`src/sv/dlw_pkg.sv`:
```
// Shared constants and types for the dispatch loop watchdog.
`default_nettype none
package dlw_pkg;

	localparam int ADDR_W         = 32;
	localparam int ZERO_W         = 16;
	localparam int REPEAT_W       = 24;
	localparam int CFG_DATA_W     = 24;
	localparam int CFG_INDEX_W    = 1;
	localparam int VERDICT_W      = 2;
	localparam int RING_DEPTH_DEF = 16;

	localparam logic [ZERO_W-1:0]   ZERO_LIMIT_RST   = ZERO_W'(64);
	localparam logic [REPEAT_W-1:0] REPEAT_LIMIT_RST = REPEAT_W'(300000);
	localparam logic [ZERO_W-1:0]   ZERO_MAX         = '1;
	localparam logic [REPEAT_W-1:0] REPEAT_MAX       = '1;

	// Trip causes, as shown on verdict
	localparam logic [VERDICT_W-1:0] CAUSE_NONE = 2'd0;
	localparam logic [VERDICT_W-1:0] CAUSE_ZERO = 2'd1;
	localparam logic [VERDICT_W-1:0] CAUSE_LOOP = 2'd2;

	// Configuration register indexes
	localparam logic [CFG_INDEX_W-1:0] REG_ZERO_LIMIT   = 1'b0;
	localparam logic [CFG_INDEX_W-1:0] REG_REPEAT_LIMIT = 1'b1;

	typedef struct packed {
		logic capture;
		logic exec;
	} dlw_cmd_t;

endpackage
`default_nettype wire

```
`src/sv/dlw_ctrl.sv`:
```
// Controller state machine: sequences capture, update and result hand-off.
`default_nettype none
module dlw_ctrl (
	input  wire            clk,
	input  wire            arst_n,
	input  wire            in_valid,
	output logic           in_stall,
	output logic           out_valid,
	input  wire            out_stall,
	output dlw_pkg::dlw_cmd_t cmd
);
	import dlw_pkg::*;

	typedef enum logic [1:0] {
		ST_IDLE,
		ST_EXEC,
		ST_HOLD
	} state_t;

	state_t state_q;
	logic   in_stall_q;
	logic   out_valid_q;

	assign in_stall    = in_stall_q;
	assign out_valid   = out_valid_q;
	assign cmd.capture = in_valid && !in_stall_q;
	assign cmd.exec    = (state_q == ST_EXEC);

	always_ff @(posedge clk or negedge arst_n) begin
		if (!arst_n) begin
			state_q     <= ST_IDLE;
			in_stall_q  <= 1'b0;
			out_valid_q <= 1'b0;
		end else begin
			case (state_q)
				ST_IDLE: begin
					if (in_valid) begin
						state_q    <= ST_EXEC;
						in_stall_q <= 1'b1;
					end
				end
				ST_EXEC: begin
					state_q     <= ST_HOLD;
					out_valid_q <= 1'b1;
				end
				ST_HOLD: begin
					// release the result beat once taken and reopen the input
					if (!out_stall) begin
						state_q     <= ST_IDLE;
						out_valid_q <= 1'b0;
						in_stall_q  <= 1'b0;
					end
				end
				default: begin
					state_q     <= ST_IDLE;
					out_valid_q <= 1'b0;
					in_stall_q  <= 1'b0;
				end
			endcase
		end
	end

	a_capture_exec: assert property (@(posedge clk) disable iff (!arst_n)
		cmd.capture |=> cmd.exec)
		else $error("capture not followed by update");
	a_exec_result: assert property (@(posedge clk) disable iff (!arst_n)
		cmd.exec |=> out_valid)
		else $error("update not followed by result");
	a_result_blocks_input: assert property (@(posedge clk) disable iff (!arst_n)
		out_valid |-> in_stall)
		else $error("input open while result pending");

endmodule
`default_nettype wire

```
`src/sv/dlw_datapath.sv`:
```
// Datapath: recent-address ring, counters, trip cause and limit registers.
`default_nettype none
module dlw_datapath #(
	parameter int RING_DEPTH = dlw_pkg::RING_DEPTH_DEF
) (
	input  wire                                  clk,
	input  wire                                  arst_n,
	input  wire  dlw_pkg::dlw_cmd_t              cmd,
	input  wire                                  cfg_we,
	input  wire  [dlw_pkg::CFG_INDEX_W-1:0]      cfg_index,
	input  wire  [dlw_pkg::CFG_DATA_W-1:0]       cfg_data,
	input  wire  [dlw_pkg::ADDR_W-1:0]           dispatch_address,
	input  wire                                  new_run,
	output logic [dlw_pkg::VERDICT_W-1:0]        verdict,
	output logic                                 seen_recently,
	output logic [dlw_pkg::REPEAT_W-1:0]         repeat_streak
);
	import dlw_pkg::*;

	localparam int PTR_W = (RING_DEPTH > 1) ? $clog2(RING_DEPTH) : 1;
	localparam logic [PTR_W-1:0] PTR_LAST = PTR_W'(RING_DEPTH - 1);

	logic [ADDR_W-1:0]     addr_q;
	logic                  new_run_q;
	logic [ADDR_W-1:0]     ring_q [RING_DEPTH];
	logic [RING_DEPTH-1:0] ring_vld_q;
	logic [PTR_W-1:0]      ptr_q;
	logic [ZERO_W-1:0]     zc_q;
	logic [REPEAT_W-1:0]   rc_q;
	logic [VERDICT_W-1:0]  cause_q;
	logic [ZERO_W-1:0]     zero_limit_q;
	logic [REPEAT_W-1:0]   repeat_limit_q;
	logic [VERDICT_W-1:0]  verdict_q;
	logic                  seen_q;
	logic [REPEAT_W-1:0]   streak_q;

	logic [RING_DEPTH-1:0] vld_eff, vld_next, match;
	logic [PTR_W-1:0]      ptr_eff, ptr_next;
	logic [ZERO_W-1:0]     zc_eff, zc_sat, zc_next;
	logic [REPEAT_W-1:0]   rc_eff, rc_sat, rc_next;
	logic [VERDICT_W-1:0]  cause_eff, cause_next;
	logic                  running, addr_zero, zero_trip, do_lookup, hit;

	// a new run starts from cleared state
	assign vld_eff   = new_run_q ? '0 : ring_vld_q;
	assign ptr_eff   = new_run_q ? '0 : ptr_q;
	assign zc_eff    = new_run_q ? '0 : zc_q;
	assign rc_eff    = new_run_q ? '0 : rc_q;
	assign cause_eff = new_run_q ? CAUSE_NONE : cause_q;

	assign running   = (cause_eff == CAUSE_NONE);
	assign addr_zero = (addr_q == '0);
	assign zc_sat    = (zc_eff == ZERO_MAX) ? zc_eff : zc_eff + 1'b1;
	assign zc_next   = (running && addr_zero) ? zc_sat : zc_eff;
	assign zero_trip = running && addr_zero && (zc_sat >= zero_limit_q);
	assign do_lookup = running && !zero_trip;

	always_comb begin
		for (int k = 0; k < RING_DEPTH; k++) begin
			match[k] = vld_eff[k] && (ring_q[k] == addr_q);
		end
	end

	assign hit     = do_lookup && (|match);
	assign rc_sat  = (rc_eff == REPEAT_MAX) ? rc_eff : rc_eff + 1'b1;
	assign rc_next = do_lookup ? (hit ? rc_sat : '0) : rc_eff;

	always_comb begin
		if (zero_trip) begin
			cause_next = CAUSE_ZERO;
		end else if (hit && (rc_sat >= repeat_limit_q)) begin
			cause_next = CAUSE_LOOP;
		end else begin
			cause_next = cause_eff;
		end
	end

	assign ptr_next = (ptr_eff == PTR_LAST) ? '0 : ptr_eff + 1'b1;

	always_comb begin
		vld_next = vld_eff;
		if (do_lookup) begin
			vld_next[ptr_eff] = 1'b1;
		end
	end

	// input beat capture and ring entries carry no reset
	always_ff @(posedge clk) begin
		if (cmd.capture) begin
			addr_q    <= dispatch_address;
			new_run_q <= new_run;
		end
		if (cmd.exec && do_lookup) begin
			ring_q[ptr_eff] <= addr_q;
		end
	end

	always_ff @(posedge clk or negedge arst_n) begin
		if (!arst_n) begin
			ring_vld_q     <= '0;
			ptr_q          <= '0;
			zc_q           <= '0;
			rc_q           <= '0;
			cause_q        <= CAUSE_NONE;
			zero_limit_q   <= ZERO_LIMIT_RST;
			repeat_limit_q <= REPEAT_LIMIT_RST;
			verdict_q      <= CAUSE_NONE;
			seen_q         <= 1'b0;
			streak_q       <= '0;
		end else begin
			if (cfg_we) begin
				case (cfg_index)
					REG_ZERO_LIMIT:   zero_limit_q   <= cfg_data[ZERO_W-1:0];
					REG_REPEAT_LIMIT: repeat_limit_q <= cfg_data[REPEAT_W-1:0];
					default: ;
				endcase
			end
			if (cmd.exec) begin
				ring_vld_q <= vld_next;
				if (do_lookup) begin
					ptr_q <= ptr_next;
				end else begin
					ptr_q <= ptr_eff;
				end
				zc_q      <= zc_next;
				rc_q      <= rc_next;
				cause_q   <= cause_next;
				verdict_q <= cause_next;
				seen_q    <= hit;
				streak_q  <= rc_next;
			end
		end
	end

	assign verdict       = verdict_q;
	assign seen_recently = seen_q;
	assign repeat_streak = streak_q;

	a_hit_counts: assert property (@(posedge clk) disable iff (!arst_n)
		seen_q |-> (streak_q != '0))
		else $error("hit reported with empty streak");
	a_zero_count_monotonic: assert property (@(posedge clk) disable iff (!arst_n)
		(cmd.exec && !new_run_q) |=> (zc_q >= $past(zc_q)))
		else $error("zero counter fell without a new run");
	a_trip_latched: assert property (@(posedge clk) disable iff (!arst_n)
		(cmd.exec && !new_run_q && (cause_q != CAUSE_NONE)) |=> $stable(cause_q)
		&& $stable(rc_q) && $stable(ring_vld_q))
		else $error("state moved while tripped");

endmodule
`default_nettype wire

```
`src/sv/dispatch_loop_watchdog_unit.sv`:
```
// Top level of the dispatch loop watchdog: controller, datapath and ports.
//
//  channel  | handshake            | payload
//  ---------+----------------------+-----------------------------------------
//  in       | in_valid / in_stall  | dispatch_address, new_run
//  out      | out_valid / out_stall| verdict, seen_recently, repeat_streak
//  cfg      | cfg_valid / cfg_ready| cfg_index, cfg_data
//
// Each item passes through three controller steps: accept, update
// (parallel ring compare and counter step), result beat. The input stays
// stalled from accept until the result beat is taken. Reset clears
// counters, trip cause and ring valid bits; limits return to 64 and
// 300000. Configuration writes are taken every cycle.
`default_nettype none
module dispatch_loop_watchdog_unit #(
	parameter int RING_DEPTH = dlw_pkg::RING_DEPTH_DEF
) (
	input  wire                              clk,
	input  wire                              arst_n,
	input  wire                              in_valid,
	output logic                             in_stall,
	input  wire  [dlw_pkg::ADDR_W-1:0]       dispatch_address,
	input  wire                              new_run,
	output logic                             out_valid,
	input  wire                              out_stall,
	output logic [dlw_pkg::VERDICT_W-1:0]    verdict,
	output logic                             seen_recently,
	output logic [dlw_pkg::REPEAT_W-1:0]     repeat_streak,
	input  wire                              cfg_valid,
	output logic                             cfg_ready,
	input  wire  [dlw_pkg::CFG_INDEX_W-1:0]  cfg_index,
	input  wire  [dlw_pkg::CFG_DATA_W-1:0]   cfg_data
);
	import dlw_pkg::*;

	dlw_cmd_t cmd;

	assign cfg_ready = 1'b1;

	dlw_ctrl u_ctrl (
		.clk       (clk),
		.arst_n    (arst_n),
		.in_valid  (in_valid),
		.in_stall  (in_stall),
		.out_valid (out_valid),
		.out_stall (out_stall),
		.cmd       (cmd)
	);

	dlw_datapath #(
		.RING_DEPTH (RING_DEPTH)
	) u_datapath (
		.clk              (clk),
		.arst_n           (arst_n),
		.cmd              (cmd),
		.cfg_we           (cfg_valid && cfg_ready),
		.cfg_index        (cfg_index),
		.cfg_data         (cfg_data),
		.dispatch_address (dispatch_address),
		.new_run          (new_run),
		.verdict          (verdict),
		.seen_recently    (seen_recently),
		.repeat_streak    (repeat_streak)
	);

endmodule
`default_nettype wire
```
`config.mk`:
```
export PLATFORM = sky130hd
export DESIGN_NAME = dispatch_loop_watchdog_unit
export DESIGN_NICKNAME = d
export VERILOG_FILES = /design/src/sv/dlw_pkg.sv /design/src/sv/dlw_ctrl.sv /design/src/sv/dlw_datapath.sv /design/src/sv/dispatch_loop_watchdog_unit.sv
export SDC_FILE = /design/constraint.sdc
export NUM_CORES = 1
export LEC_CHECK = 0
export ABC_AREA = 1
export BUFFER_PORTS_ARGS = -buffer_cell sky130_fd_sc_hd__buf_2
export CORE_UTILIZATION = 45
export DETAILED_ROUTE_END_ITERATION = 16
export PLACE_DENSITY = 0.62
export SYNTH_ARGS = -nofsm -noshare
export SYNTH_HDL_FRONTEND = slang
export SYNTH_SLANG_ARGS = --single-unit
```
`constraint.sdc`:
```
create_clock -name clk -period 11.8 [get_ports clk]
set_clock_uncertainty 0.15 [all_clocks]
set_input_delay 1.18 -clock clk [delete_from_list [all_inputs] [get_ports clk]]
set_output_delay 1.18 -clock clk [all_outputs]
set_load 0.02 [all_outputs]
```
---- Yosys cells after proc, flatten, opt, wreduce, memory -nomap -nowiden ----
Memory sizes are Yosys's and may differ from the RTL's.
Cells that the tools add are included.
operators by class
  add/subtract/negate cells ............... 3
  $lt $le $gt $ge ......................... 4
  eq/ne operators ......................... 23
  multiplexer cells ....................... 26
  bitwise operators ....................... 4
  reduce and logical (&&, ||, !) cells .... 35
operator list
  cell                   count
  $eq 32x32->1           16
  $mux 24                4
  $mux 16                5
  $logic_not 32->1       1
  $add 24x1->24 const B  1
  $eq 24x24->1 const B   1
  $ge 24x24->1           1
  $logic_and 1x1->1      24
  $add 16x1->16 const B  1
  $eq 16x16->1 const B   1
  $ge 16x16->1           1
  $or 16x16->16          1
  $reduce_or 16->1       1
  $mux 4                 3
  $mux 2                 5
  $reduce_and 2->1       4
  $pmux 1 s3             2
  $pmux 2 s3             1
  $lt 4x5->1 const B     1
  $mux 1                 5
  $add 4x1->4 const B    1
  $demux 1 s4            1
  $eq 4x4->1 const B     1
  $ge 4x1->1 const B     1
  other kinds (7)        12
word-level totals
  flip-flop bits (word level) ............. 140
  RAM bits ................................ 512
  bits of input ports ..................... 63
  output and inout port bits .............. 30
  logic and storage cells ................. 109
  memories ................................ 1
memory list
  name               words  bits a word  read ports  clocked after Yosys merged registers in  write ports  RTL line            RTL
  u_datapath.ring_q  16     32           16          0                                        1            dlw_datapath.sv:25  logic [ADDR_W-1:0] ring_q [RING_DEPTH];

---- Depth between registers and ports, before layout ----
  word-level depth ........................ 11
  mapped depth ............................ 29
  mapped depth without buffers ............ 27

---- Modules after synthesis ----
A second synthesis with hierarchy kept.
second synthesis, totals
  cell total of the unflattened synthesis .. 3216
  area total of the unflattened synthesis .. 31251.2 um^2
modules (own cells, without submodules)
  module                       times used  cells an instance  area an instance (um^2)  sequential area each (um^2)
  dlw_datapath                 1           3192               31067.3                  18954.4
  dlw_ctrl                     1           22                 172.7                    100.1
  dispatch_loop_watchdog_unit  1           2                  11.3                     0.0

---- Least setup slack after synthesis ----
Ideal clock, no wire load.
  kind .................................... register -> register
  from .................................... register u_datapath.new_run_q
  to ...................................... memory u_datapath.ring_q[10][0], enable pin
  library setup time ...................... 421 ps
  arrival time ............................ 4926 ps
  data required time ...................... 11229 ps
  slack ................................... 6303 ps
  cell stages (with the launch flop) ...... 28
  buffers on the path ..................... 4
  period minus slack after synthesis ...... 5497 ps
  cell sequence ........................... edfxtp_1 -> buf_6 -> buf_6 -> buf_6 -> nor2_1 -> ha_1 -> nand2_1 -> nor2_1 -> nand3_1 -> nor2_2 -> nand2_2 -> nand4_2 -> inv_1 -> nand4_1 -> nand2_1 -> o21ai_0 -> inv_1 -> ha_1 -> a21oi_1 -> o21ai_0 -> a21oi_1 -> nand3_1 -> nand2_1 -> nand2_2 -> buf_4 -> nor2_4 -> nand2_1 -> nor2_1
on the way
  longest elaborated chain between the ends .. 10
  elaborated cells on any way between the ends .. 15
  those cells by class .................... 1 x add/sub; 1 x order compare; 1 x eq/ne; 6 x mux; 6 x reduce/logical
ends and longest elaborated chain
  item                                           RTL line            RTL
  from (decl)                                    dlw_datapath.sv:24  logic new_run_q;
  from (signal assigned)                         dlw_datapath.sv:91  new_run_q <= new_run;
  $mux 16                                        dlw_datapath.sv:47  assign zc_eff = new_run_q ? '0 : zc_q;
  $add 16x1->16 or $eq 16x16->1 (tied branches)  dlw_datapath.sv:53  assign zc_sat = (zc_eff == ZERO_MAX) ? zc_eff : zc_eff + 1'b1;
  $mux 16                                        dlw_datapath.sv:53
  $ge 16x16->1                                   dlw_datapath.sv:55  assign zero_trip = running && addr_zero && (zc_sat >= zero_limit_q);
  $logic_and 1x1->1                              dlw_datapath.sv:55
  $logic_not 1->1                                dlw_datapath.sv:56  assign do_lookup = running && !zero_trip;
  $logic_and 1x1->1                              dlw_datapath.sv:56
  $logic_and 1x1->1                              dlw_datapath.sv:93  if (cmd.exec && do_lookup) begin
  $mux 1                                         dlw_datapath.sv:93
  $mux 1 (implied by the code)                   dlw_datapath.sv:94  ring_q[ptr_eff] <= addr_q;
  to (decl)                                      dlw_datapath.sv:25
Parallel ways exist; a longest one is shown, timed or not.

---- Worst setup path after layout ----
  from .................................... register u_datapath.new_run_q
  to ...................................... memory u_datapath.ring_q[12][29], enable pin
Same word-level chain as after synthesis.

==> results.json <==
{
  "finalCritPeriodShare_pct": 55.1,
  "root_buffer": "sky130_fd_sc_hd__clkbuf_16",
  "hold-worst-slack_ps": 328,
  "mostFrequentLayoutCell": "sky130_fd_sc_hd__nand2_1",
  "layout.cells.most_common_list": "sky130_fd_sc_hd__nand2_1 (783), sky130_fd_sc_hd__edfxtp_1 (545), sky130_fd_sc_hd__nor2_1 (352), sky130_fd_sc_hd__inv_1 (302), sky130_fd_sc_hd__o21ai_0 (261)",
  "timing.hold.worst.class": "flip-flop to flip-flop",
  "timing.critical_path.to_type": "flip-flop",
  "core_mm2": 0.0688,
  "clock_latency_late_sink_ps": 640,
  "critical_path_peak_fanout": 32,
  "finalSetupTns_ps": 0,
  "initial_utilization_pct": 45.6,
  "post_route_cells_drive_above_1_share_pct": 11.2,
  "finalCriticalPeriod_ps": 6500,
  "fp-row-count": 96,
  "run_status": "finished clean",
  "cellPowerDensity_mw_per_mm2": 184,
  "cts_made_buffers": 72,
  "synth-seq-cells": 652,
  "tritoncts": "built",
  "fin_hold_viols": 0,
  "first_pass_iters": 6,
  "hpwl_mm": 55.4,
  "design.final.nets": 3365,
  "num_vias": 23000,
  "drc_marker_count_from_the_first_detailed_route_iteration": 2684,
  "route.final.wire_length_mm": 93.3,
  "routed_via_density": 5.41,
  "grt_remaining_overflow": 0,
  "irDropWorstVdd_mv": 0.111,
  "total_leakage_power_nw": 14.0,
  "route.detailed.wl_per_inst_um": 22.0,
  "worst-setup-path-type": "flip-flop to flip-flop",
  "warning_count_from_the_yosys_run": 0,
  "power.total_mw": 6.45,
  "worstPathArrival_ps": 6590,
  "cts-htree-levels": 3,
  "cts.clk_slew.worst_paths_ps": 50,
  "grt_max_degree": 66,
  "rsz0062_at_grt": "false",
  "switchingPower_mw": 2.12,
  "critical_path.startpoint_type": "flip-flop",
  "die_area_mm2": 0.0707,
  "floorplan.die.height_um": 266,
  "number_of_global_route_vias_before_repair": 22200,
  "detail_route.drc_violations": 0,
  "postSynthAreaPerCell_um2": 9.96,
  "antenna-diode-count": 0,
  "synthesis.area_mm2": 0.0314,
  "grt_first_pass_wirelength_mm": 139,
  "io_buffer_count": 91,
  "power_frac_clock_pct": 34.1,
  "slew_headroom_pct": 29.4,
  "syn_nets": 3258,
  "chipWidth_um": 266,
  "num_io_pins": 93,
  "p_seq_share_pct": 43.9,
  "combinational_power_share_pct": 21.9,
  "grt_antenna_before_repair": 1,
  "timing_worst_slew_pin_value_ps": 1050,
  "groute.usage.overall_pct": 26.5,
  "cts.path.max_buffers": 3,
  "fillerInstances": 6166,
  "netlist_instances": 3149,
  "crit_required_ps": 11890,
  "gp_congestion": 0.904,
  "synth_sequential_area_ratio_pct": 60.8,
  "holdBufCountCts": 0,
  "finalSetupViolCount": 0,
  "power_switching_share_pct": 32.9,
  "drt.antenna.violating_nets": 0,
  "areaGrowthSynthToFinish_pct": 12.0,
  "count_of_maximum_capacitance_violations": 0,
  "post_cts_resize_count": 0,
  "maxClockFrequency_mhz": 154,
  "finalMaxSlewViolations": 0,
  "intPower_mw": 4.33,
  "clkSinkCount": 652,
  "final_core_util_pct": 51.0,
  "ys_types": 46,
  "postCtsSetupBuffers": 0
}
==> power by group through the flow <==
| stage | sequential [mW] | combinational (mW) | clock, mW |
|---|---|---|---|
| global placement | 2.87 | 1.37 | 0 |
| detailed placement | 2.88 | 1.40 | 0 |
| CTS | 2.83 | 1.40 | 2.23 |
| finish | 2.83 | 1.41 | 2.20 |
| global route | 2.84 | 1.53 | 2.31 |
| floorplan | 2.94 | 0.782 | 0 |
==> state kept, by name, summed over array words and instances (netlist names), 4 cells and up <==
signal                     cells
u_datapath.repeat_limit_q     24
u_datapath.addr_q             32
u_datapath.ptr_q               4
u_datapath.zero_limit_q       16
u_datapath.ring_vld_q         16
u_datapath.zc_q               16
u_datapath.rc_q               24
u_datapath.ring_q            512
==> synthesized netlist by cell type (all sizes together) <==
cell / number / area, um2
dfstp: 9 / 236
nand3: 92 / 500
inv: 328 / 1230
nor3: 47 / 270
a31oi: 5 / 31.3
a21o: 1 / 7.51
edfxtp: 545 / 16400
nand4: 23 / 156
xor2: 133 / 1170
clkbuf: 22 / 82.6
nor4: 8 / 86.3
nor2: 387 / 1520
conb: 1 / 3.75
nand2: 800 / 3070
or2: 14 / 87.6
buf: 90 / 613
o22ai: 11 / 68.8
o21ai: 285 / 1430
o21bai: 1 / 7.51
o2111ai: 1 / 8.76
clkinv: 1 / 3.75
and2: 1 / 6.26
o211ai: 20 / 150
dfrtp: 98 / 2450
xnor2: 80 / 701
ha: 46 / 576
a21oi: 100 / 527
==> layout make-up <==
class	instances	area, um2	area share (%)
clock buffers	98	2000	5.70
clock inverters	34	309	0.880
inverters	329	1230	3.52
multi-input cells	2056	10500	29.9
flip-flops and latches	652	19100	54.3
well taps	931	1160	3.32
repair buffers	145	863	2.46
==> kinds of logic (layout without fill, tap and decap cells) <==
family / Yosys count / count (layout) / synth area share, %
xor gates and xnor gates: 213 / 213 / 5.97
AOI/OAI and AO/OA: 424 / 424 / 7.10
other: 1 / 1 / 0.0120
adders and majority gates: 46 / 46 / 1.84
buffers and inverters: 441 / 606 / 6.16
and+or+nand+nor: 1372 / 1372 / 18.2
DFF: 652 / 652 / 60.8
==> stage by stage <==
step	instance area, um2	instances	setup slack [ps]
after floorplan	31400	3149	6300
after global placement	32800	4113	5490
after detailed placement	32800	4113	5390
after CTS	35100	4245	5370
after global routing	35100	4245	4900
final	35100	4245	5300
==> metal layers <==
metal / vias up / part of all wire, % / track usage, %
li1: 10600 / - / -
met5: - / 0 / 0
met3: 215 / 8.5 / 4.50
met4: 0 / 4.1 / 11.0
met2: 1069 / 47 / 43.7
met1: 11100 / 40 / 34.8
==> worst paths after layout <==
path / start / end / slack [ps] / cells after the start
setup / recovery: u_datapath.new_run_q / u_datapath.ring_q[12][29] / 5300 / 24
hold / removal: u_datapath.zc_q[2] / u_datapath.zc_q[2] / 330 / 2
setup reg to reg: u_datapath.new_run_q / u_datapath.ring_q[12][29] / 5300 / 24
hold reg to reg: u_datapath.zc_q[2] / u_datapath.zc_q[2] / 330 / 2
max in group asynchronous: arst_n / u_datapath.rc_q[9] / 9810 / 2
min in group asynchronous: arst_n / u_datapath.repeat_limit_q[10] / 520 / 1
==> critical path, cell delays in order (launching register included) <==
cell	delay (ps)
sky130_fd_sc_hd__edfxtp_1	350
sky130_fd_sc_hd__buf_4	280
sky130_fd_sc_hd__inv_2	400
sky130_fd_sc_hd__buf_4	460
sky130_fd_sc_hd__nand2_1	200
sky130_fd_sc_hd__nor2_1	300
sky130_fd_sc_hd__nand3_1	170
sky130_fd_sc_hd__nor2_2	200
sky130_fd_sc_hd__nand2_2	140
sky130_fd_sc_hd__nand4_2	120
sky130_fd_sc_hd__inv_1	70
sky130_fd_sc_hd__nand4_1	70
sky130_fd_sc_hd__nand2_1	50
sky130_fd_sc_hd__o21ai_0	110
sky130_fd_sc_hd__inv_1	80
sky130_fd_sc_hd__ha_1	290
sky130_fd_sc_hd__a21oi_1	150
sky130_fd_sc_hd__o21ai_0	100
sky130_fd_sc_hd__a21oi_1	130
sky130_fd_sc_hd__nand3_1	120
sky130_fd_sc_hd__nand2_1	110
sky130_fd_sc_hd__nand2_2	400
sky130_fd_sc_hd__nor2_4	340
sky130_fd_sc_hd__nand2_1	400
sky130_fd_sc_hd__nor2_4	820
(Power assumes the default switching activity.)
